<file path="src/rtl/gse_pkg.sv">
`timescale 1ns / 1ps
// gse_pkg: shared constants, payload types and codes of the grey sobel edge stream
// no dependencies; imported by every module of the block except gse_ram

package gse_pkg;

   // line store geometry
   localparam int MAX_WIDTH = 1024;
   localparam int COL_W     = $clog2(MAX_WIDTH);

   // image_width register
   localparam int          WIDTH_W     = 11;
   localparam int          CLAMP_W     = (WIDTH_W > COL_W + 1) ? WIDTH_W : COL_W + 1;
   localparam logic [10:0] WIDTH_RESET = 11'd1024;

   // configuration port
   localparam int CSR_DATA_W  = 32;
   localparam int CSR_ADDR_W  = 3;
   localparam int CSR_INDEX_W = CSR_ADDR_W - 2;
   localparam logic [CSR_INDEX_W-1:0] REG_IMAGE_WIDTH = '0;

   // row phase codes
   localparam logic [1:0] PHASE_FIRST  = 2'd0;
   localparam logic [1:0] PHASE_SECOND = 2'd1;
   localparam logic [1:0] PHASE_LATER  = 2'd2;

   // divide by three: (sum * RECIP3) >> RECIP3_SHIFT, exact for sums below 2**19
   localparam logic [17:0] RECIP3       = 18'd174763;
   localparam int          RECIP3_SHIFT = 19;

   // command queue between front and back
   localparam int CMD_DEPTH = 4;
   localparam int CMD_PTR_W = $clog2(CMD_DEPTH);

   typedef struct packed {
      logic [7:0] red;
      logic [7:0] green;
      logic [7:0] blue;
      logic       pad_row;
   } req_type;

   typedef struct packed {
      logic [7:0] edge_res;
      logic       last_of_row;
      logic       last_of_frame;
   } rsp_type;

   typedef struct packed {
      logic [7:0]       grey;
      logic [COL_W-1:0] col;
      logic             last;
      logic             pad;
      logic [1:0]       phase;
   } cmd_type;

endpackage

</file>
<file path="src/rtl/gse_cmd_fifo.sv">
`timescale 1ns / 1ps
// gse_cmd_fifo: short command queue between the pixel front and the filter back
// depends on gse_pkg

module gse_cmd_fifo import gse_pkg::*; (
   input  logic    clock,
   input  logic    reset,
   input  logic    push,
   input  cmd_type wdata,
   output logic    full,
   input  logic    pop,
   output cmd_type rdata,
   output logic    empty
);

   cmd_type              entry_ff [CMD_DEPTH];
   logic [CMD_PTR_W-1:0] wr_ptr_ff, wr_ptr_in;
   logic [CMD_PTR_W-1:0] rd_ptr_ff, rd_ptr_in;
   logic [CMD_PTR_W:0]   count_ff, count_in;
   logic                 do_push, do_pop;

   assign full    = count_ff == (CMD_PTR_W + 1)'(CMD_DEPTH);
   assign empty   = count_ff == '0;
   assign do_push = push && !full;
   assign do_pop  = pop && !empty;
   assign rdata   = entry_ff[rd_ptr_ff];

   always_comb begin
      wr_ptr_in = do_push ? CMD_PTR_W'(wr_ptr_ff + 1'b1) : wr_ptr_ff;
      rd_ptr_in = do_pop  ? CMD_PTR_W'(rd_ptr_ff + 1'b1) : rd_ptr_ff;
      count_in  = count_ff;
      if (do_push && !do_pop) begin
         count_in = (CMD_PTR_W + 1)'(count_ff + 1'b1);
      end else if (do_pop && !do_push) begin
         count_in = (CMD_PTR_W + 1)'(count_ff - 1'b1);
      end
   end

   always_ff @(posedge clock) begin
      if (reset) begin
         wr_ptr_ff <= '0;
         rd_ptr_ff <= '0;
         count_ff  <= '0;
      end else begin
         wr_ptr_ff <= wr_ptr_in;
         rd_ptr_ff <= rd_ptr_in;
         count_ff  <= count_in;
      end
   end

   always_ff @(posedge clock) begin
      if (do_push) begin
         entry_ff[wr_ptr_ff] <= wdata;
      end
   end

endmodule

</file>
<file path="config.mk">
export PLATFORM = sky130hd
export DESIGN_NAME = gse_cmd_fifo
export DESIGN_NICKNAME = d
export VERILOG_FILES = /design/src/rtl/gse_pkg.sv /design/src/rtl/gse_cmd_fifo.sv
export SDC_FILE = /design/constraint.sdc
export NUM_CORES = 1
export LEC_CHECK = 0
export BUFFER_PORTS_ARGS = -buffer_cell sky130_fd_sc_hd__buf_2
export CAP_MARGIN = 25
export CORE_MARGIN = 1.5
export CORE_UTILIZATION = 40
export CTS_CLUSTER_SIZE = 40
export DETAILED_ROUTE_END_ITERATION = 10
export PLACE_DENSITY = 0.63
export SYNTH_ARGS = -nofsm -noshare
export SYNTH_HDL_FRONTEND = slang
export SYNTH_SLANG_ARGS = --single-unit
</file>
<file path="constraint.sdc">
create_clock -name clock -period 3.2 [get_ports clock]
set_input_delay 0.64 -clock clock [delete_from_list [all_inputs] [get_ports clock]]
set_output_delay 0.64 -clock clock [all_outputs]
set_load 0.01 [all_outputs]
</file>
==> metrics, run 1 <==
status complete, no violations; Worst Setup End Kind primary output; hold_sp wdata[7]; setup repair bufs after CTS 0; sequential area share after synthesis 77.4%; Worst Reg-to-Reg Cells 8; total global routing overflow 0; io pins 50; CTS Hold Bufs 0; CTS tree done; port bufs 49; Cell Rows 34; endpoints failing setup 0; routed wire length per instance 16.9 um; clock sinks 97; total CTS buffers 9; DR iter-0 viols 111; Initial Util 41.6%; PostCTS Resize Cnt 0; sequential share of power 50.5%; Setup CP Type flop to primary output; Max Freq 423 MHz; total negative slack 0 ns; leakage 1.46 nW; Int Pwr 2.29 mW; critical path data arrival time 1.72 ns; period utilization 73.9%; Max-Cap Viols 0; initial antenna violation count 0; min Tclk post-route 2.36 ns; Via density 5.01; Clk pwr share 24.3%; deepest clock path buffer count 2; Worst-path clk slew 0.10 ns; GRT Util Overall 12.4%; hold path cells 1; Max VDD drop 0.000368 V; Critical Path Max Stage Delay 0.64 ns; H-tree depth 3; worst reg2reg endpoint count_ff[2]$_SDFFE_PP0P_; Hold Path Sink entry_ff[0][7]$_DFFE_PP_; synthesized area 3650 sq um; crit-path cells buf_12, mux4_1, buf_2; CP delay by family, top multiplexers; # DRC 0; Area Growth Syn to Fin 16.4%; r2r setup slk 1.06 ns; data required time of the critical path 2.56 ns; CP Buf/Inv Count 2; flip-flop and latch count after synthesis 97; Worst setup SP type flop; post-route insts no fill 336; Hold Crit Class input pin to flop; Comb power frac 25.3%; max_slew headroom 76.9%; final core occ 48.4%; n_diodes 0; Pins Over Slew Limit 0; CP max stage cell mux4_1; switching pwr 0.852 mW; post-detail-place hpwl 3500 um; core area 8760 sq um; layout cells sized above 1 40.8%; Root Buffer clkbuf_8; crit path max fanout 22; largest net degree at the start of global routing 23; worst slew pin tran 0.347 ns; distinct cell type count after synthesis 23; Sw Ratio 27.1%; gpl congestion 0.700; via count 1,682; first-pass GRT wire length 8890 um; Mean Syn Cell Area 22.5 sq um; post-synthesis cell count 162; yosys warns 0; First-pass DRT Iterations 4; DIE AREA 9700 sq um; Die Ht 98.5 um; residual antenna-violating net count after detailed routing 0; Pwr per Cell Area 741 nW/um^2; placed cells 320; Nets 255; Worst Skew 0.00899 ns; RSZ-0062 raised after global routing no; Syn Nets 194; Die X 98.5 um; reg2reg start count_ff[0]$_SDFFE_PP0P_; drt total wl 5670 um; vias in the first global route 1,703; final-report hold violation count 0; worst skew pair latency 0.35 ns
## power by group through the flow
| stage | logic (mW) | clock network (mW) | registers, mW |
|---|---|---|---|
| final | 0.795 | 0.763 | 1.59 |
| after global routing | 0.870 | 0.833 | 1.61 |
| after CTS | 0.817 | 0.789 | 1.59 |
| after detailed placement | 0.814 | 0 | 1.62 |
| after global placement | 0.813 | 0 | 1.62 |
| after floorplan | 0.547 | 0 | 1.61 |
## Yosys cell counts
| cell type | count | share of area (%) |
|---|---|---|
| ha_1 | 5 | 1.7 |
| xor2_1 | 4 | 0.96 |
| buf_2 | 2 | 0.27 |
| mux4_1 | 2 | 1.4 |
| o21ai_0 | 2 | 0.27 |
| clkbuf_1 | 1 | 0.10 |
| nor3b_2 | 1 | 0.34 |
| mux2i_1 | 2 | 0.55 |
| nand2b_1 | 2 | 0.34 |
| or3_1 | 2 | 0.34 |
| edfxtp_1 | 88 | 72 |
| nor2_1 | 5 | 0.51 |
| inv_1 | 4 | 0.41 |
| and2_1 | 4 | 0.69 |
| buf_6 | 2 | 0.62 |
| nor2_2 | 1 | 0.17 |
| dfxtp_1 | 9 | 4.9 |
| o31ai_2 | 1 | 0.34 |
| nor3_1 | 1 | 0.14 |
| fa_1 | 1 | 0.55 |
| a21oi_1 | 2 | 0.27 |
| o311ai_1 | 1 | 0.24 |
| mux4_2 | 20 | 12 |
## sequential cells by signal (all words and copies together), names as in the netlist, named ones only
name       count
count_ff       3
wr_ptr_ff      2
entry_ff      88
rd_ptr_ff      2
## metrics by stage
step	worst slack [ns]	area (sq um)	total power, mW	hold slack [ns]
floorplan	1.07	3650	2.15	0.482
global placement	0.916	4050	2.43	0.503
detailed placement	0.882	4050	2.43	0.512
CTS	0.794	4250	3.20	0.476
global route	0.753	4250	3.31	0.471
finish	0.835	4250	3.15	0.493
## cells in the final DEF, fill, tap and decap left out, drive strengths merged, types with 4 or more instances in the layout
cell type,n
inv,6
edfxtp,88
dfxtp,9
xor2,4
mux4,22
ha,5
nor2,6
and2,4
buf,55
clkbuf,10
## cell type report
type,instances,area (sq um)
clock buffer,10,128
sequential,97,2820
clock inverter,6,66.3
multi-input combinational,56,774
inverter,4,15.0
fill,722,4520
timing repair buffer,55,303
tap,108,135
## cell families (layout without fill, tap and decap cells)
family / after synthesis / count (layout) / synth area share [%]
adders and majority gates: 6 / 6 / 2.26
muxes: 24 / 24 / 14.3
and+or+nand+nor: 16 / 16 / 2.54
buffers and inverters: 9 / 75 / 1.41
AOI/OAI and AO/OA: 6 / 6 / 1.13
xor gates and xnor gates: 4 / 4 / 0.960
DFF: 97 / 97 / 77.4
## per-layer routing
metal	vias to the layer above	wire length (um)	global-route usage, %
li1	777	-	-
met2	40	2750	18.8
met1	863	2600	16.8
met5	-	0	0
met4	0	24	3.58
met3	2	294	4.82
## how the worst max path moves through the flow
stage               slack, ns                       end  from  cells after the start
floorplan                1.07  count_ff[2]$_SDFFE_PP0P_  push                      8
global placement         0.92  count_ff[2]$_SDFFE_PP0P_  push                      9
detailed placement       0.88  count_ff[2]$_SDFFE_PP0P_  push                      9
CTS                      0.79                 rdata[15]  flop                      3
global route             0.75                 rdata[15]  flop                      3
finish                   0.84                 rdata[15]  flop                      3
Note: power is estimated with default switching activity, not from simulation.
==> run 2, diff against run 1 <==
- clock period: 3.2 -> 2.21 ns (I/O delays scaled with it)
==> run 2 against run 1 <==
Net effect:
- sequential share of layout area shrank 0.33 points
- routed wire length grew 1.9%
- sequential power grew 47%
- die area is the same
- hold slack lost 0.19 ns
- combinational power grew 43%
- via count is essentially flat
- non-clock buffer count grew 2
- critical path depth is the same
- first-iteration DRC count grew 2.7%
- critical path type unchanged
- critical endpoint is now rdata[1]
- largest power group unchanged
- highest routed layer unchanged
==> metrics, run 2 (synthesis gave the netlist of run 1 again) <==
status complete, no violations; Finished Cell Area 4270 sq um (+0.59%); total global routing overflow 0 (unchanged); first-pass GRT wire length 9270 um (+4.3%); via count 1,683 (+0.059%); data required time of the critical path 1.77 ns (-0.79 ns); leakage 1.48 nW (+1.3%); CP max stage cell mux4_2; worst skew pair latency 0.34 ns (about the same); Hold WS 0.305 ns (-0.188 ns); Max Freq 475 MHz; most common cell after layout, fill and taps aside edfxtp_1; CTS tree done; Max-Cap Viols 0 (unchanged); layout cells sized above 1 41.7% (+0.95 points); routed wire length per instance 17.1 um (+1.3%); Die Ht 98.5 um (unchanged); Tot Pwr 4.58 mW (+45%); DIE AREA 9700 sq um (unchanged); clock sinks 97 (unchanged); Max VDD drop 0.000517 V (+41%); Nets 257 (+0.78%); Area Growth Syn to Fin 17.0%; Worst setup SP type flop; drt total wl 5770 um (+1.9%); gpl congestion 0.672 (-3.9%); initial antenna violation count 0 (unchanged); crit-path cells buf_12, mux4_2, buf_2; n_diodes 0 (unchanged); Worst Setup End Kind primary output; Pwr per Cell Area 1070 nW/um^2 (+45%); max reg flops 88 (unchanged); total negative slack 0 ns (unchanged); DR iter-0 viols 114 (+2.7%); Die X 98.5 um (unchanged); total CTS buffers 9 (unchanged); largest net degree at the start of global routing 23 (unchanged); routed length on met3 278 um (-5.4%); Hold Crit Class input pin to flop; deepest clock path buffer count 2 (unchanged); final-report hold violation count 0 (unchanged); io pins 50 (unchanged); Top reg by flops entry_ff; endpoints failing setup 0 (unchanged); GRT Util Overall 12.9% (+0.54 points); port bufs 49 (unchanged); max_slew headroom 77.2% (+0.31 points); Via density 4.98 (-0.53%); post-detail-place hpwl 3610 um (+3.1%); Placement Cell Area 4070 sq um (+0.37%); CP delay by family, top multiplexers; vias in the first global route 1,756 (+3.1%); Setup CP Type flop to primary output; Initial Util 41.6% (unchanged); Worst-path clk slew 0.09 ns (about the same); CP Buf/Inv Count 2 (unchanged); Pins Over Slew Limit 0 (unchanged); Worst Skew 0.00616 ns (-0.00283 ns); residual antenna-violating net count after detailed routing 0 (unchanged); top sig layer met4; Root Buffer clkbuf_8; # DRC 0 (unchanged); Cell Rows 34 (unchanged); worst slew pin tran 0.342 ns (-0.00471 ns); core area 8760 sq um (unchanged); crit path max fanout 17 (-23%); top flop regs entry_ff x88, count_ff x3; critical path data arrival time 1.66 ns (-0.06 ns); r2r setup slk 0.14 ns (-0.92 ns); min Tclk post-route 2.10 ns; DR WL met2 2870 um (+4.4%); most frequent cells in the layout edfxtp_1, buf_2, mux4_2, clkbuf_8, dfxtp_1; H-tree depth 3 (unchanged); First-pass DRT Iterations 4 (unchanged); period utilization 95.2%; Critical Path Max Stage Delay 0.53 ns (-0.11 ns); M1 WL 2560 um (-1.3%)
-- run 2: final cells by class --
cell class / count / area, sq um
Fill cell: 758 / 4490
Inverter: 4 / 15.0
Timing Repair Buffer: 57 / 318
Clock inverter: 7 / 68.8
Clock buffer: 9 / 124
Multi-Input combinational cell: 56 / 783
Sequential cell: 97 / 2830
Tap cell: 108 / 135
-- run 2: timing repair --
action	4_1_cts	5_1_grt
hold endpoints to repair	0	0
setup endpoints to repair	9	1
hold buffers	0	0
pin swaps	0	0
setup buffers	0	0
resized for setup	1	1
-- run 2: layer usage --
layer	GRT usage (%)	vias to the layer above
li1	-	784
met1	17.0	855
met2	20.2	38
met3	4.68	6
met4	4.23	0
met5	0	-
-- run 2: report_power, final --
part	leakage, nW	switching [mW]	internal, mW
combinational	0.498	0.548	0.593
sequential	0.881	0.114	2.22
clock	0.0974	0.582	0.523
total	1.48	1.24	3.33
-- run 2: metrics by stage --
stage,cells,utilization (%),setup WS [ns]
final,338,48.7,0.107
after CTS,338,48.6,0.0386
after detailed placement,322,46.4,0.137
after global routing,338,48.7,-0.00556
after global placement,322,46.4,0.207
after floorplan,162,-,0.207
-- run 2: final timing paths --
check	depth (start not counted)	from	endpoint
max	3	flop	rdata[1]
min	1	wdata[11]	entry_ff[1][11]$_DFFE_PP_
max reg2reg	8	count_ff[0]$_SDFFE_PP0P_	count_ff[2]$_SDFFE_PP0P_
min reg2reg	2	wr_ptr_ff[1]$_SDFFE_PP0P_	wr_ptr_ff[1]$_SDFFE_PP0P_
==> run 3, diff against run 2 <==
- ABC_AREA: unset -> 1
- PLACE_DENSITY: 0.63 -> 0.65
- clock period: 2.21 -> 1.9 ns (I/O delays scaled with it)
==> run 3 against run 2 <==
Net effect:
- routed wire length is 30% higher
- final cell count rose by 43%
- synthesized cell count is 75% higher
- cell area grew 11%
- total power grew 41%
- sequential power rose by 18%
- setup slack got worse by 0.074 ns
- hold slack got worse by 0.073 ns
- largest cell class unchanged
- largest power group unchanged
==> metrics, run 3 <==
status complete, no violations; Comb power frac 29.2% (+4.3 points); CTS tree done; CTS Hold Bufs 0 (unchanged); First-pass DRT Iterations 5 (+1); DIE AREA 10,100 sq um (+4.0%); # DRC 0 (unchanged); share of the synthesized area in the top cell type 69.5% (-2.9 points); Max Freq 536 MHz; io pins 50 (unchanged); max reg flops 88 (unchanged); post-detail-place hpwl 4200 um (+17%); Placement Cell Area 4220 sq um (+3.8%); Pins Over Slew Limit 0 (unchanged); endpoints failing setup 0 (unchanged); port bufs 49 (unchanged); max_slew headroom 77.8% (+0.59 points); DR iter-0 viols 136 (+19%); RSZ-0062 raised after global routing yes; routed wire length per instance 15.5 um (-9.4%); H-tree depth 3 (unchanged); synthesized area 3800 sq um (+4.1%); placed cells 457 (+42%); Clk pwr share 28.3% (+4.1 points); Most used DFF post-synth edfxtp_1; Top reg by flops entry_ff; Post-Synth Adder-Cell Area 2.17% (-0.090 points); most frequent cells in the layout edfxtp_1, nor2_1, buf_2, o21ai_1, o22ai_1; critical path data arrival time 1.49 ns (-0.17 ns); GRT Util Overall 14.8% (+1.9 points); XOR/XNOR Fraction of Synth Area 0.230% (-0.73 points); worst skew pair latency 0.35 ns (about the same); post-route insts no fill 485 (+43%); distinct cell type count after synthesis 21 (-8.7%); post-synth top area cell edfxtp_1; gpl congestion 0.742 (+10%); deepest clock path buffer count 2 (unchanged); n_diodes 0 (unchanged); Cell Rows 35 (+2.9%); largest family of logic cells by synthesized area compound AO/OA/AOI/OAI gates; Nets 383 (+49%); final-report hold violation count 0 (unchanged); proportion of synthesized area in mux cells 0% (-14 points); Finished Cell Area 4760 sq um (+11%); yosys warns 0 (unchanged); FFs w/ async S/R, synth 0% (unchanged); Root Buffer clkbuf_8; most common cell after layout, fill and taps aside edfxtp_1; Hold WS 0.232 ns (-0.0729 ns); final core occ 51.5% (+2.8 points); switching pwr 1.89 mW (+52%); initial antenna violation count 0 (unchanged); Die Ht 100 um (+2.0%); total global routing overflow 0 (unchanged); Worst Setup End Kind primary output; cell with the most instances after synthesis edfxtp_1; Worst-path clk slew 0.09 ns (about the same); compound-cell area share of the yosys netlist 9.94% (+8.8 points); flip-flop and latch count after synthesis 97 (unchanged); post-synthesis cell count 283 (+75%); Worst setup SP type flop; layout cells sized above 1 30.9% (-11 points); Die X 100 um (+2.0%); core area 9240 sq um (+5.4%); Setup CP Type flop to primary output; worst slew pin tran 0.333 ns (-0.00890 ns); number of synthesized flops with an enable pin 88 (unchanged); pre-CTS setup slack 0.139 ns (+0.00190 ns); Synth area leaders edfxtp_1, nor2_1, dfxtp_1, o22ai_1, o21ai_0; leakage 1.75 nW (+19%); total CTS buffers 9 (unchanged); Mean Syn Cell Area 13.4 sq um (-40%); Syn Nets 315 (+62%); Hold Crit Class input pin to flop; via count 2,381 (+41%); residual antenna-violating net count after detailed routing 0 (unchanged); first-pass GRT wire length 11,100 um (+20%); period utilization 98.3%; Sw Ratio 29.3% (+2.1 points); clock sinks 97 (unchanged); Max VDD drop 0.000691 V (+34%); sequential area share after synthesis 74.3% (-3.1 points); top flop regs entry_ff x88, count_ff x3; drt total wl 7510 um (+30%); data required time of the critical path 1.52 ns (-0.25 ns); Synth Area in Simple Gates 8.40% (+5.9 points); Int Pwr 4.56 mW (+37%); Max-Cap Viols 0 (unchanged); Via density 4.91 (-1.4%); Area Growth Syn to Fin 25.3%; min Tclk post-route 1.87 ns; # fillers 777 (+2.5%); vias in the first global route 2,230 (+27%); crit path max fanout 22 (+5); Worst Skew 0.0145 ns (+0.00831 ns); most frequent cells after synthesis edfxtp_1, nor2_1, o21ai_0, o22ai_1, o21ai_1; fin worst setup slack 0.0330 ns (-0.0737 ns); largest net degree at the start of global routing 45 (+96%); Initial Util 41.1% (-0.51 points); sequential share of power 42.5% (-8.4 points); Pwr per Cell Area 1350 nW/um^2 (+26%)
-- run 3: changes by cell type in the layout (fill, tap and decap cells not counted), moves of 5 or more --
cell,before,now
o22ai_1,0,20
nand2_1,0,11
inv_1,4,15
o21ai_1,0,24
nor2_1,5,51
o21ai_0,2,17
nor2_2,1,6
buf_12,1,6
mux4_2,20,0
buf_6,0,6
-- run 3: cells by family after synthesis --
| logic type | count (synthesis) |
|---|---|
| flops | 97 |
| simple gates | 78 |
| compound gates | 70 |
| buf+inv | 31 |
| fa+ha+maj | 6 |
| xor+xnor | 1 |
-- run 3: per-stage QoR --
stage,power (mW),setup TNS (ns)
2_1_floorplan,3.79,-6.80
3_3_place_gp,4.27,0
3_5_place_dp,4.31,0
4_1_cts,6.14,0
5_1_grt,6.80,-0.348
6_report,6.45,0
-- run 3: power by group through the flow --
stage	sequential, mW	combinational, mW	clock (mW)
global route	2.77	2.09	1.95
CTS	2.72	1.56	1.86
global placement	2.77	1.50	0
detailed placement	2.78	1.53	0
finish	2.74	1.88	1.82
floorplan	2.73	1.06	0
-- run 3: area by class of cell --
| class | count | area, sq um | area share (%) |
|---|---|---|---|
| Tap cell | 129 | 161 | 3.39 |
| Clock inverter | 7 | 164 | 3.44 |
| Multi-Input combinational cell | 155 | 831 | 17.5 |
| Timing Repair inverter | 1 | 16.3 | 0.342 |
| Timing Repair Buffer | 69 | 536 | 11.2 |
| Clock buffer | 9 | 124 | 2.60 |
| Inverter | 18 | 96.3 | 2.02 |
| Sequential cell | 97 | 2830 | 59.5 |
-- run 3: layer usage --
| metal | track usage (%) | vias to the layer above | part of all wire [%] |
|---|---|---|---|
| li1 | - | 1154 | - |
| met1 | 18.9 | 1150 | 43 |
| met3 | 4.30 | 14 | 5.9 |
| met4 | 5.53 | 0 | 2.0 |
| met2 | 24.2 | 63 | 49 |
| met5 | 0 | - | 0 |
-- run 3: worst paths after layout --
kind,from,end,slack [ns],cells past startpoint
setup reg to reg,count_ff[1]$_SDFFE_PP0P_,count_ff[1]$_SDFFE_PP0P_,0.20,9
hold reg to reg,rd_ptr_ff[0]$_SDFFE_PP0P_,rd_ptr_ff[0]$_SDFFE_PP0P_,0.51,2
hold / removal,reset,count_ff[0]$_SDFFE_PP0P_,0.23,2
setup / recovery,flop,rdata[15],0.03,5
-- run 3: timing repair --
action	CTS	global route
pin swaps	0	10
resized for setup	3	33
endpoints found under the setup margin	22	12
setup buffers	1	7
hold endpoints to repair	0	0
cloned	0	4
-- run 3: worst max-delay path: stages, from the launching register on --
cell	delay, ns
dfxtp_4	0.46
buf_4	0.18
clkinv_8	0.12
nor2_1	0.13
o22ai_2	0.09
buf_2	0.14
