### config.mk
export PLATFORM = sky130hd
export DESIGN_NAME = gse_front
export DESIGN_NICKNAME = d
export VERILOG_FILES = /design/src/rtl/gse_pkg.sv /design/src/rtl/gse_front.sv
export SDC_FILE = /design/constraint.sdc
export NUM_CORES = 1
export LEC_CHECK = 0
export ABC_AREA = 0
export BUFFER_PORTS_ARGS = -buffer_cell sky130_fd_sc_hd__buf_2
export CAP_MARGIN = 25
export CORE_UTILIZATION = 30
export DETAILED_ROUTE_END_ITERATION = 10
export SYNTH_ARGS = -nofsm -noshare
export SYNTH_HDL_FRONTEND = slang
export SYNTH_SLANG_ARGS = --single-unit
### constraint.sdc
create_clock -name clock -period 6 [get_ports clock]
set_input_delay 0.6 -clock clock [delete_from_list [all_inputs] [get_ports clock]]
set_output_delay 0.6 -clock clock [all_outputs]
set_load 0.05 [all_outputs]
### src/rtl/gse_pkg.sv
`timescale 1ns / 1ps
// gse_pkg: shared constants, payload types and codes of the grey sobel edge stream
// no dependencies; imported by every module of the block except gse_ram

package gse_pkg;

   // line store geometry
   localparam int MAX_WIDTH = 1024;
   localparam int COL_W     = $clog2(MAX_WIDTH);

   // image_width register
   localparam int          WIDTH_W     = 11;
   localparam int          CLAMP_W     = (WIDTH_W > COL_W + 1) ? WIDTH_W : COL_W + 1;
   localparam logic [10:0] WIDTH_RESET = 11'd1024;

   // configuration port
   localparam int CSR_DATA_W  = 32;
   localparam int CSR_ADDR_W  = 3;
   localparam int CSR_INDEX_W = CSR_ADDR_W - 2;
   localparam logic [CSR_INDEX_W-1:0] REG_IMAGE_WIDTH = '0;

   // row phase codes
   localparam logic [1:0] PHASE_FIRST  = 2'd0;
   localparam logic [1:0] PHASE_SECOND = 2'd1;
   localparam logic [1:0] PHASE_LATER  = 2'd2;

   // divide by three: (sum * RECIP3) >> RECIP3_SHIFT, exact for sums below 2**19
   localparam logic [17:0] RECIP3       = 18'd174763;
   localparam int          RECIP3_SHIFT = 19;

   // command queue between front and back
   localparam int CMD_DEPTH = 4;
   localparam int CMD_PTR_W = $clog2(CMD_DEPTH);

   typedef struct packed {
      logic [7:0] red;
      logic [7:0] green;
      logic [7:0] blue;
      logic       pad_row;
   } req_type;

   typedef struct packed {
      logic [7:0] edge_res;
      logic       last_of_row;
      logic       last_of_frame;
   } rsp_type;

   typedef struct packed {
      logic [7:0]       grey;
      logic [COL_W-1:0] col;
      logic             last;
      logic             pad;
      logic [1:0]       phase;
   } cmd_type;

endpackage

### src/rtl/gse_front.sv
`timescale 1ns / 1ps
// gse_front: accepts pixels, tracks column and row phase, converts colour to grey
// depends on gse_pkg; feeds gse_cmd_fifo

module gse_front import gse_pkg::*; (
   input  logic               clock,
   input  logic               reset,
   input  logic               req_push,
   output logic               req_full,
   input  req_type            req_data,
   input  logic [WIDTH_W-1:0] image_width,
   output logic               cmd_push,
   output cmd_type            cmd_data,
   input  logic               cmd_full
);

   localparam logic [2:0] F_IDLE = 3'd0;
   localparam logic [2:0] F_SQ   = 3'd1;
   localparam logic [2:0] F_DIV  = 3'd2;
   localparam logic [2:0] F_SQRT = 3'd3;
   localparam logic [2:0] F_PUSH = 3'd4;

   logic [2:0]       state_ff, state_in;
   logic [COL_W-1:0] col_pos_ff, col_pos_in;
   logic [1:0]       phase_ff, phase_in;
   req_type          pix_ff, pix_in;
   cmd_type          cmd_ff, cmd_in;
   logic [17:0]      sum_ff, sum_in;
   logic [15:0]      n_ff, n_in;
   logic [7:0]       root_ff, root_in;
   logic [7:0]       mask_ff, mask_in;

   logic [CLAMP_W-1:0] width_ext, width_clamped;
   logic [COL_W-1:0]   last_col, x_cur;
   logic               is_last, accept;
   logic [15:0]        sq_r, sq_g, sq_b;
   logic [35:0]        prod;
   logic [7:0]         trial;
   logic [15:0]        trial_sq;

   // effective width clamped to one..max width
   always_comb begin
      width_ext = CLAMP_W'(image_width);
      if (width_ext == '0) begin
         width_clamped = CLAMP_W'(1);
      end else if (width_ext > CLAMP_W'(MAX_WIDTH)) begin
         width_clamped = CLAMP_W'(MAX_WIDTH);
      end else begin
         width_clamped = width_ext;
      end
      last_col = COL_W'(width_clamped - CLAMP_W'(1));
      x_cur    = (col_pos_ff > last_col) ? last_col : col_pos_ff;
      is_last  = x_cur == last_col;
   end

   assign req_full = state_ff != F_IDLE;
   assign accept   = req_push && !req_full;

   assign sq_r     = 16'(pix_ff.red) * 16'(pix_ff.red);
   assign sq_g     = 16'(pix_ff.green) * 16'(pix_ff.green);
   assign sq_b     = 16'(pix_ff.blue) * 16'(pix_ff.blue);
   assign prod     = 36'(sum_ff) * 36'(RECIP3);
   assign trial    = root_ff | mask_ff;
   assign trial_sq = 16'(trial) * 16'(trial);

   always_comb begin
      state_in   = state_ff;
      col_pos_in = col_pos_ff;
      phase_in   = phase_ff;
      pix_in     = pix_ff;
      cmd_in     = cmd_ff;
      sum_in     = sum_ff;
      n_in       = n_ff;
      root_in    = root_ff;
      mask_in    = mask_ff;
      cmd_push   = 1'b0;
      unique case (state_ff)
         F_IDLE: begin
            // a pad pixel before any image row is dropped outright
            if (accept && !(req_data.pad_row && phase_ff == PHASE_FIRST)) begin
               pix_in       = req_data;
               cmd_in.col   = x_cur;
               cmd_in.last  = is_last;
               cmd_in.pad   = req_data.pad_row;
               cmd_in.phase = phase_ff;
               cmd_in.grey  = '0;
               root_in      = '0;
               mask_in      = 8'h80;
               if (is_last) begin
                  col_pos_in = '0;
                  if (req_data.pad_row) begin
                     phase_in = PHASE_FIRST;
                  end else if (phase_ff != PHASE_LATER) begin
                     phase_in = 2'(phase_ff + 2'd1);
                  end
               end else begin
                  col_pos_in = COL_W'(x_cur + 1'b1);
               end
               state_in = req_data.pad_row ? F_PUSH : F_SQ;
            end
         end
         F_SQ: begin
            sum_in   = 18'(sq_r) + 18'(sq_g) + 18'(sq_b);
            state_in = F_DIV;
         end
         F_DIV: begin
            n_in     = prod[RECIP3_SHIFT +: 16];
            state_in = F_SQRT;
         end
         F_SQRT: begin
            // one result bit per cycle, msb first
            if (trial_sq <= n_ff) begin
               root_in = trial;
            end
            mask_in = mask_ff >> 1;
            if (mask_ff[0]) begin
               state_in = F_PUSH;
            end
         end
         F_PUSH: begin
            cmd_push = !cmd_full;
            if (!cmd_full) begin
               state_in = F_IDLE;
            end
         end
         default: begin
            state_in = F_IDLE;
         end
      endcase
   end

   always_comb begin
      cmd_data      = cmd_ff;
      cmd_data.grey = root_ff;
   end

   always_ff @(posedge clock) begin
      if (reset) begin
         state_ff   <= F_IDLE;
         col_pos_ff <= '0;
         phase_ff   <= PHASE_FIRST;
      end else begin
         state_ff   <= state_in;
         col_pos_ff <= col_pos_in;
         phase_ff   <= phase_in;
      end
   end

   always_ff @(posedge clock) begin
      pix_ff  <= pix_in;
      cmd_ff  <= cmd_in;
      sum_ff  <= sum_in;
      n_ff    <= n_in;
      root_ff <= root_in;
      mask_ff <= mask_in;
   end

   // the grey value handed on is the floor of the square root
   assert property (@(posedge clock) disable iff (reset)
      (cmd_push && !cmd_data.pad) |->
         ((16'(cmd_data.grey) * 16'(cmd_data.grey)) <= n_ff &&
          ((18'(cmd_data.grey) + 18'd1) * (18'(cmd_data.grey) + 18'd1)) > 18'(n_ff)))
      else $error("grey value is not the floor square root");

   // a pad pixel ahead of the first row leaves row tracking alone
   assert property (@(posedge clock) disable iff (reset)
      (accept && req_data.pad_row && phase_ff == PHASE_FIRST) |=>
         (col_pos_ff == $past(col_pos_ff) && phase_ff == PHASE_FIRST && !req_full))
      else $error("pad pixel in first phase changed row state");

endmodule

==> results of run 1 <==
metal layers:
layer	wire [um]	vias up
li1	-	5769
met1	16900	5792
met2	17600	153
met3	877	37
met4	487	0
met5	0	-
synthesized netlist by cell type (all sizes together) (3+ instances only):
cell,number
buf,3
and3,8
o211ai,6
nor3,24
nand3,12
nor2b,17
or3,10
nor4,9
a21o,16
edfxtp,88
o21ai,35
a211oi,7
dfxtp,15
a41oi,4
ha,288
o22ai,4
or2,5
mux2,4
nand2b,11
nand4,8
mux2i,3
nor3b,5
fa,267
inv,465
o21bai,3
nand2,70
a21oi,60
a21boi,4
clkbuf,16
nor2,84
o21a,3
xnor2,47
xor2,23
nand3b,5
and2,73
a31oi,6
final cells by class:
class                   instances  share of cell area
flip-flops and latches        103               0.148
repair buffers                161              0.0541
inverters                     465              0.0878
multi-input cells            1147               0.647
clock inverters                 7             0.00446
clock buffers                   9              0.0113
well taps                     756              0.0475
flip-flops by register name, summed over array words and instances, names as in the netlist:
| register | count |
|---|---|
| cmd_data | 14 |
| col_pos_ff | 10 |
| mask_ff | 8 |
| n_ff | 16 |
| phase_ff | 2 |
| pix_ff | 24 |
| root_ff | 8 |
| state_ff | 3 |
| sum_ff | 18 |
worst max path at each step:
| stage | slack, ps | start | endpoint |
|---|---|---|---|
| finish | -130 | pix_ff[21]$_DFFE_PP_ | sum_ff[17]$_DFFE_PP_ |
| global route | -340 | pix_ff[6]$_DFFE_PP_ | sum_ff[17]$_DFFE_PP_ |
| CTS | -190 | pix_ff[19]$_DFFE_PP_ | sum_ff[17]$_DFFE_PP_ |
| detailed placement | -220 | pix_ff[18]$_DFFE_PP_ | sum_ff[17]$_DFFE_PP_ |
| global placement | -80 | pix_ff[3]$_DFFE_PP_ | sum_ff[17]$_DFFE_PP_ |
| floorplan | 30 | pix_ff[19]$_DFFE_PP_ | sum_ff[17]$_DFFE_PP_ |
logic make-up (layout without fill, tap and decap cells):
| logic type | Yosys count | count (layout) | synth area share |
|---|---|---|---|
| AND/OR/NAND/NOR | 346 | 346 | 0.103 |
| AO/OA/AOI/OAI | 169 | 169 | 0.0644 |
| flip-flops | 103 | 103 | 0.170 |
| multiplexers | 7 | 7 | 0.00434 |
| buffers and inverters | 484 | 642 | 0.106 |
| XOR/XNOR | 70 | 70 | 0.0354 |
| adder cells (fa/ha/maj) | 555 | 555 | 0.517 |
worst max-delay path: cells and delay by family (launching register included):
family	cells	cell delay (ps)
compound gates	5	860
simple gates	3	680
buf+inv	2	100
flops	1	450
xor+xnor	1	70
fa+ha+maj	8	3710
what timing repair did:
item	CTS	global route
hold buffers	0	0
buffers inserted	9	19
pin swaps	1	34
gates resized for setup	8	60
gates cloned	0	0
endpoints found under the setup margin	10	16
stage by stage:
step                utilization  area [um2]  setup TNS (ps)  cells
finish                    0.351       19900            -132   2648
global route              0.351       19900            -511   2648
detailed placement        0.337       19100            -558   2604
floorplan                     -       17400               0   1734
global placement          0.337       19100            -186   2603
CTS                       0.344       19500            -187   2629
==> metrics.cfg, run 1 <==
[logic_synthesis]
synth_edf_count = 88
ys_ff_latch = 103
avgSynthCellArea_um2 = 9.98
synth_top_area_frac = 0.309
synth-main-ff-cell = edfxtp_1
yosysUniqueCellTypes = 62
yosys.area.top_type = fa_1
yosys-top-cells-area = fa_1 31%, ha_1 21%, edfxtp_1 15%
synth_warnings = 0
synthCells = 1734
yosysSeqAreaShare = 0.170
synthArstFlopShare = 0
syn_nets = 2329
syn_area_mm2 = 0.0173

[global_routing]
grtUsageTotal = 0.127
grt_pass1_vias = 12700
grt_use_met1 = 0.167
overflow = 0
antenna_found_initial = 2
top_usage_layer = met2
globalRouteMet3Util = 0.0174
grt_use_met2 = 0.223
grt_max_degree = 42
grt_pass1_wl_um = 61200

[status]
violations = negative setup slack
status = complete, but fails checks

[floorplan]
die_w_um = 242
core_mm2 = 0.0567
die_area_mm2 = 0.0586
fp.dieH_um = 242
num_io_pins = 64
rows = 87
start_util = 0.305

[routing]
dr_total_vias = 11800
drtIter0Drc = 421
drtAntennaViolNets = 0
drt-pass1-iter-count = 5
vias_per_cell = 4.44
wire_per_inst_um = 13.5
totalWireLength_um = 35800
drc = 0

[critical_path]
startpoint_type = register
cp_common_cell = fa_1
crit_chain = and2_1, fa_1, inv_2, fa_1, fa_1, inv_1, fa_2, fa_1, fa_1, fa_1, ha_4, nor2b_2, o21a_1, o21ai_2, a211oi_2, or3_4, a31o_2, a21oi_2, xnor2_1
reg2reg_setup_slack_ps = -130
critPathArrivalTime_ps = 6260
ff2ff_path_depth = 19
cp.required_ps = 6130
cpPeakStageDelay_ps = 540
critPathMaxFanout = 4
slowest_stage = fa_1
critPathCaptureType = register
timing.rr.end = sum_ff[17]$_DFFE_PP_
path_class = register to register
r2r-start = pix_ff[21]$_DFFE_PP_

[layout]
final_cell_mix = 453 x inv_1, 279 x ha_1, 259 x fa_1, 91 x buf_4, 88 x edfxtp_1
drive_above_1_share = 0.151
antennaDiodeCount = 0
seqCellArea_mm2 = 0.00294
nFillCells = 5661
areaGrowthSynthToFinish_pct = 15.0
multi_input_area_mm2 = 0.0129
num-nets-final = 2482
final_common_cell = inv_1

[place]
port_buffers = 63
dp_hpwl_um = 31700
gp_congestion = 0.893
place_ws_ps = -218

[sta]
timing.final.crit_share = 1.02
clock_skew_ps = 11.9
relSlewSlack = 0.396
slew_violations = 0
rsz0062_at_grt = true
setup_viol = 1
fmax_ghz = 0.163
tightestPinTransition_ps = 906
fin_crit_ps = 6130
setup_slack_ps = -132
hold_slack_ps = 389
finalHoldViolCount = 0

[run]
max-cap-violations = 0

[worst_hold_path]
worst_hold_path.num_cells = 1
hold_path.class = input port to register
hold_path_end = pix_ff[20]$_DFFE_PP_
hold_start = req_data[20]

[cts]
cts_tree = built
numCtsBuffers = 9
clock_latency_ps = 380
clock-root-buffer = clkbuf_16
cts_num_sinks = 103
clockBufferDepth = 2
clk_pin_slew_ps = 80
htreeDepth = 3

Power of run 1 is not shown: default switching activity piles up to over one toggle a cycle in this logic, so the estimate is an artifact.
==> run 2: changes to the inputs <==
--- a/config.mk
+++ b/config.mk
@@ -9,6 +9,7 @@
 export BUFFER_PORTS_ARGS = -buffer_cell sky130_fd_sc_hd__buf_2
 export CAP_MARGIN = 25
 export CORE_UTILIZATION = 30
+export CTS_BUF_LIST = sky130_fd_sc_hd__clkbuf_8
 export DETAILED_ROUTE_END_ITERATION = 10
 export SYNTH_ARGS = -nofsm -noshare
 export SYNTH_HDL_FRONTEND = slang
==> run 2 against run 1 <==
  * The flow still finishes with violations (negative setup slack)
  * Cell count up 0.42%
  * Worst setup slack better by 16 ps
  * Flip-flop and latch count is the same
  * Clock-buffer cell count did not move
  * Non-clock buffer count up 10
  * Wire length is 0.21% higher
  * Maximum frequency grew 0.26%
  * Via count increased by 0.15%
  * Clock skew rose by 7.2 ps
  * First-iteration DRC count grew 4.0%
  * Critical path depth did not move
  * Register-to-register slack improved by 20 ps
  * Critical path type unchanged
==> metrics.cfg, run 2 (synthesis gave the netlist of run 1 again) <==
[sta]
clock_skew_ps = 19.1  ; +7.18 ps
fin_crit_ps = 6120  ; -15.7 ps
tightestPinTransition_ps = 899  ; -7.30 ps
setup_slack_ps = -116  ; +15.7 ps
timing.final.crit_share = 1.02  ; -0.00261
relSlewSlack = 0.401  ; +0.00486
rsz0062_at_grt = true
fmax_ghz = 0.163  ; +0.26%
setup_viol = 2  ; +1
slew_violations = 0  ; unchanged
finalHoldViolCount = 0  ; unchanged

[global_routing]
grtUsageTotal = 0.127  ; -0.000773
grt_pass1_vias = 12700  ; -0.063%
grt_max_degree = 42  ; unchanged
grt_pass1_wl_um = 61000  ; -0.23%
overflow = 0  ; unchanged
antenna_found_initial = 2  ; unchanged

[cts]
numCtsBuffers = 9  ; unchanged
clock_latency_ps = 420  ; +40 ps
clockBufferDepth = 2  ; unchanged
cts_tree = built
clock-root-buffer = clkbuf_8
cts_num_sinks = 103  ; unchanged
htreeDepth = 3  ; unchanged
clk_pin_slew_ps = 110  ; +30 ps

[layout]
final_common_cell = inv_1
drive_above_1_share = 0.157  ; +0.00604
final_cell_mix = 453 x inv_1, 279 x ha_1, 259 x fa_1, 97 x buf_4, 88 x edfxtp_1
areaGrowthSynthToFinish_pct = 15.2
top_regs = pix_ff x24, sum_ff x18, n_ff x16
top_register = pix_ff
num-nets-final = 2492  ; +0.40%
largest_reg_flops = 24  ; unchanged
stdcell_area_mm2 = 0.0199  ; +0.16%

[floorplan]
start_util = 0.305  ; unchanged
die_w_um = 242  ; unchanged
core_mm2 = 0.0567  ; unchanged
num_io_pins = 64  ; unchanged
fp.dieH_um = 242  ; unchanged
die_area_mm2 = 0.0586  ; unchanged
rows = 87  ; unchanged

[routing]
totalWireLength_um = 35900  ; +0.21%
vias_per_cell = 4.43  ; -0.26%
drc = 0  ; unchanged
dr_total_vias = 11800  ; +0.15%
wire_per_inst_um = 13.5  ; -0.21%
drtIter0Drc = 438  ; +4.0%
drt-pass1-iter-count = 5  ; unchanged
drtAntennaViolNets = 0  ; unchanged

[critical_path]
critPathMaxFanout = 3  ; -1
critPathArrivalTime_ps = 6290  ; +30 ps
critPathCaptureType = register
startpoint = pix_ff[19]$_DFFE_PP_
reg2reg_setup_slack_ps = -120  ; +20 ps
cp-endpoint = sum_ff[17]$_DFFE_PP_
r2r-start = pix_ff[19]$_DFFE_PP_
path_class = register to register
cp_common_cell = fa_1
crit_chain = and2_4, fa_1, inv_2, fa_1, fa_1, inv_1, fa_2, fa_1, fa_1, fa_1, ha_4, nor2b_4, o21a_1, o21ai_2, a211oi_2, or3_4, a31o_4, a21oi_2, xnor2_1
cp.required_ps = 6170  ; +40 ps
ff2ff_path_depth = 19  ; unchanged
cpPeakStageDelay_ps = 550  ; about the same
slowest_stage = fa_1
timing.rr.end = sum_ff[17]$_DFFE_PP_
startpoint_type = register

[place]
dp_hpwl_um = 31700  ; unchanged
gp_congestion = 0.893  ; unchanged
placed_area_mm2 = 0.0191  ; unchanged
port_buffers = 63  ; unchanged

[worst_hold_path]
hold_path.class = input port to register
worst_hold_path.num_cells = 1  ; unchanged

[status]
status = complete, but fails checks
violations = negative setup slack

[run]
max-cap-violations = 0  ; unchanged

-- run 2: layout make-up --
type                       count  area [um2]
timing repair buffer         171        1170
multi-input combinational   1147       12900
antenna                        1        2.50
sequential                   103        2940
clock buffer                   9         124
clock inverter                 7        88.8
inverter                     465        1750
tap                          756         946
fill                        5663       36800
-- run 2: worst min-delay path by stage --
stage | startpoint | slack (ps) | to
after detailed placement | phase_ff[0]$_SDFFE_PP0P_ | 450 | cmd_data[0]$_DFFE_PP_
after CTS | req_data[20] | 320 | pix_ff[20]$_DFFE_PP_
final | req_data[20] | 350 | pix_ff[20]$_DFFE_PP_
after floorplan | phase_ff[0]$_SDFFE_PP0P_ | 430 | cmd_data[0]$_DFFE_PP_
after global placement | phase_ff[0]$_SDFFE_PP0P_ | 470 | cmd_data[0]$_DFFE_PP_
after global routing | req_data[3] | 320 | pix_ff[3]$_DFFE_PP_
-- run 2: routing by layer --
layer	track usage	vias up	wire, um
li1	-	5787	-
met1	0.166	5783	16800
met2	0.222	165	17600
met3	0.0172	34	1010
met4	0.0236	0	461
met5	0	-	0
-- run 2: repair_timing --
action	4_1_cts	5_1_grt
resized for setup	8	73
setup buffers	9	29
endpoints found under the setup margin	10	16
gates cloned	0	0
hold buffers	0	0
pin swaps	1	42
-- run 2: stage by stage --
step / utilization / hold WS [ps] / TNS, ps / setup slack [ps] / cells
floorplan: - / 431 / 0 / 30.4 / 1734
global placement: 0.337 / 467 / -186 / -77.6 / 2603
detailed placement: 0.337 / 450 / -558 / -218 / 2604
CTS: 0.343 / 317 / -185 / -185 / 2629
global route: 0.351 / 319 / -720 / -304 / 2658
finish: 0.351 / 355 / -144 / -116 / 2659
-- run 2: critical path: cells and delay by family (launching register included) --
| family | cells | cell delay (ps) |
|---|---|---|
| xor gates and xnor gates | 1 | 70 |
| DFF | 1 | 460 |
| buffers and inverters | 2 | 100 |
| adders and majority gates | 8 | 3740 |
| and+or+nand+nor | 3 | 660 |
| AOI/OAI and AO/OA | 5 | 840 |
Power of run 2 is left out for the same reason.
==> run 3: changes to the inputs <==
--- a/config.mk
+++ b/config.mk
@@ -8,9 +8,11 @@
 export ABC_AREA = 0
 export BUFFER_PORTS_ARGS = -buffer_cell sky130_fd_sc_hd__buf_2
 export CAP_MARGIN = 25
-export CORE_UTILIZATION = 30
+export CORE_UTILIZATION = 60
 export CTS_BUF_LIST = sky130_fd_sc_hd__clkbuf_8
 export DETAILED_ROUTE_END_ITERATION = 10
+export MAX_ROUTING_LAYER = met4
+export PLACE_DENSITY = 0.81
 export SYNTH_ARGS = -nofsm -noshare
 export SYNTH_HDL_FRONTEND = slang
 export SYNTH_SLANG_ARGS = --single-unit
==> run 3 against run 2 <==
  * The flow still finishes with violations (negative setup slack)
  * Register-to-register slack got worse by 70 ps
  * Clock-buffer cell count unchanged
  * Cell area shrank 3.4%
  * Worst setup slack worse by 74 ps
==> metrics.cfg, run 3 (synthesis gave the netlist of run 1 again) <==
[status]
status = complete, but fails checks
violations = negative setup slack

[layout]
fin_util = 0.685  ; +0.334
multi_input_area_mm2 = 0.0129  ; -0.31%
final_common_cell = inv_1
seqCellArea_mm2 = 0.00294  ; unchanged
final_cell_mix = 455 x inv_1, 280 x ha_1, 261 x fa_1, 88 x edfxtp_1, 83 x buf_4
stdcell_area_mm2 = 0.0192  ; -3.4%
largest_reg_flops = 24  ; unchanged
top_register = pix_ff
num-nets-final = 2474  ; -0.72%
nFillCells = 2084  ; -63%
antennaDiodeCount = 0  ; -1
top_regs = pix_ff x24, sum_ff x18, n_ff x16
areaGrowthSynthToFinish_pct = 11.2
drive_above_1_share = 0.144  ; -0.0128

[cts]
htreeDepth = 3  ; unchanged
ctsHoldBuffers = 0  ; unchanged
clock-root-buffer = clkbuf_8
clockBufferDepth = 2  ; unchanged
clk_pin_slew_ps = 110  ; about the same
cts_num_sinks = 103  ; unchanged
clock_latency_ps = 400  ; -20 ps
cts_tree = built
numCtsBuffers = 9  ; unchanged

[place]
gp_congestion = 0.977  ; +9.5%
placed_area_mm2 = 0.0186  ; -2.6%
port_buffers = 63  ; unchanged
dp_hpwl_um = 31100  ; -1.8%

[sta]
slew_violations = 0  ; unchanged
fmax_ghz = 0.162  ; -1.2%
setup_viol = 1  ; -1
fin_crit_ps = 6190  ; +74.4 ps
clock_skew_ps = 27.0  ; +7.90 ps
timing.final.crit_share = 1.03  ; +0.0124
tightestPinTransition_ps = 715  ; -184 ps
relSlewSlack = 0.521  ; +0.121
finalHoldViolCount = 0  ; unchanged
setup_slack_ps = -191  ; -74.4 ps
fin_setup_tns_ps = -191  ; -46.7 ps
rsz0062_at_grt = true

[routing]
vias_per_cell = 5.35  ; +21%
drtAntennaViolNets = 0  ; unchanged
drc = 0  ; unchanged
drt-pass1-iter-count = 5  ; unchanged
dr_total_vias = 12100  ; +2.9%
wire_per_inst_um = 16.2  ; +20%
drtIter0Drc = 693  ; +58%
totalWireLength_um = 36800  ; +2.4%

[critical_path]
critPathArrivalTime_ps = 6350  ; +60 ps
critPathCaptureType = register
critPathMaxFanout = 6  ; +3
cp.required_ps = 6160  ; about the same
startpoint_type = register
path_class = register to register

[floorplan]
fp.dieH_um = 172  ; -29%
rows = 61  ; -30%
start_util = 0.616  ; +0.311
num_io_pins = 64  ; unchanged
die_w_um = 172  ; -29%
die_area_mm2 = 0.0295  ; -50%
core_mm2 = 0.0281  ; -50%

[global_routing]
grt_max_degree = 42  ; unchanged
grt_pass1_vias = 12900  ; +2.1%
grt_pass1_wl_um = 60700  ; -0.52%
overflow = 0  ; unchanged
antenna_found_initial = 0  ; -2
grtUsageTotal = 0.271  ; +0.145

[run]
max-cap-violations = 0  ; unchanged

[worst_hold_path]
hold_path.class = input port to register

## run 3: path summary, 6_finish.rpt
kind                            startpoint  depth (start not counted)  slack [ps]               endpoint
setup / recovery       pix_ff[4]$_DFFE_PP_                         20        -190   sum_ff[17]$_DFFE_PP_
hold / removal                req_data[16]                          1         370   pix_ff[16]$_DFFE_PP_
setup reg to reg       pix_ff[4]$_DFFE_PP_                         20        -190   sum_ff[17]$_DFFE_PP_
hold reg to reg   phase_ff[0]$_SDFFE_PP0P_                          0         470  cmd_data[0]$_DFFE_PP_
## run 3: per-layer routing
metal,vias to the layer above,track usage,routed length (um)
met5,-,-,0
met4,0,0.0596,626
met3,55,0.0320,1540
met2,270,0.470,18800
met1,6020,0.342,15800
li1,5767,-,-
## run 3: final cells by class
cell class | instances | share of cell area
inverters | 465 | 0.0908
clock buffers | 9 | 0.00643
multi-input cells | 1147 | 0.669
repair buffers | 153 | 0.0533
well taps | 378 | 0.0246
clock inverters | 7 | 0.00331
flip-flops and latches | 103 | 0.153
## run 3: timing repair
item                       CTS  global route
resized for setup           17            52
buffers inserted             6            18
gates cloned                 0             0
setup endpoints to repair   10            12
pin swaps                   11            37
## run 3: worst max-delay path: stages (launching register included)
cell and delay, ps:
edfxtp_1 510, buf_4 210, fa_1 530, inv_1 50, fa_1 490, fa_1 540, inv_2 40, fa_1 540
inv_2 40, fa_1 460, fa_1 490, inv_1 50, fa_1 540, ha_4 220, o21a_1 120, o21ai_2 190
a211oi_2 110, or3_1 360, a31o_2 230, a21oi_2 160, xnor2_1 70
## run 3: per-stage QoR
stage / instances / setup slack, ps / hold WS (ps)
after global routing: 2262 / -385 / 353
after floorplan: 1734 / 30.4 / 431
after global placement: 2221 / -48.3 / 447
final: 2262 / -191 / 371
after CTS: 2244 / -167 / 354
after detailed placement: 2222 / -271 / 446
Power of run 3 is left out for the same reason.
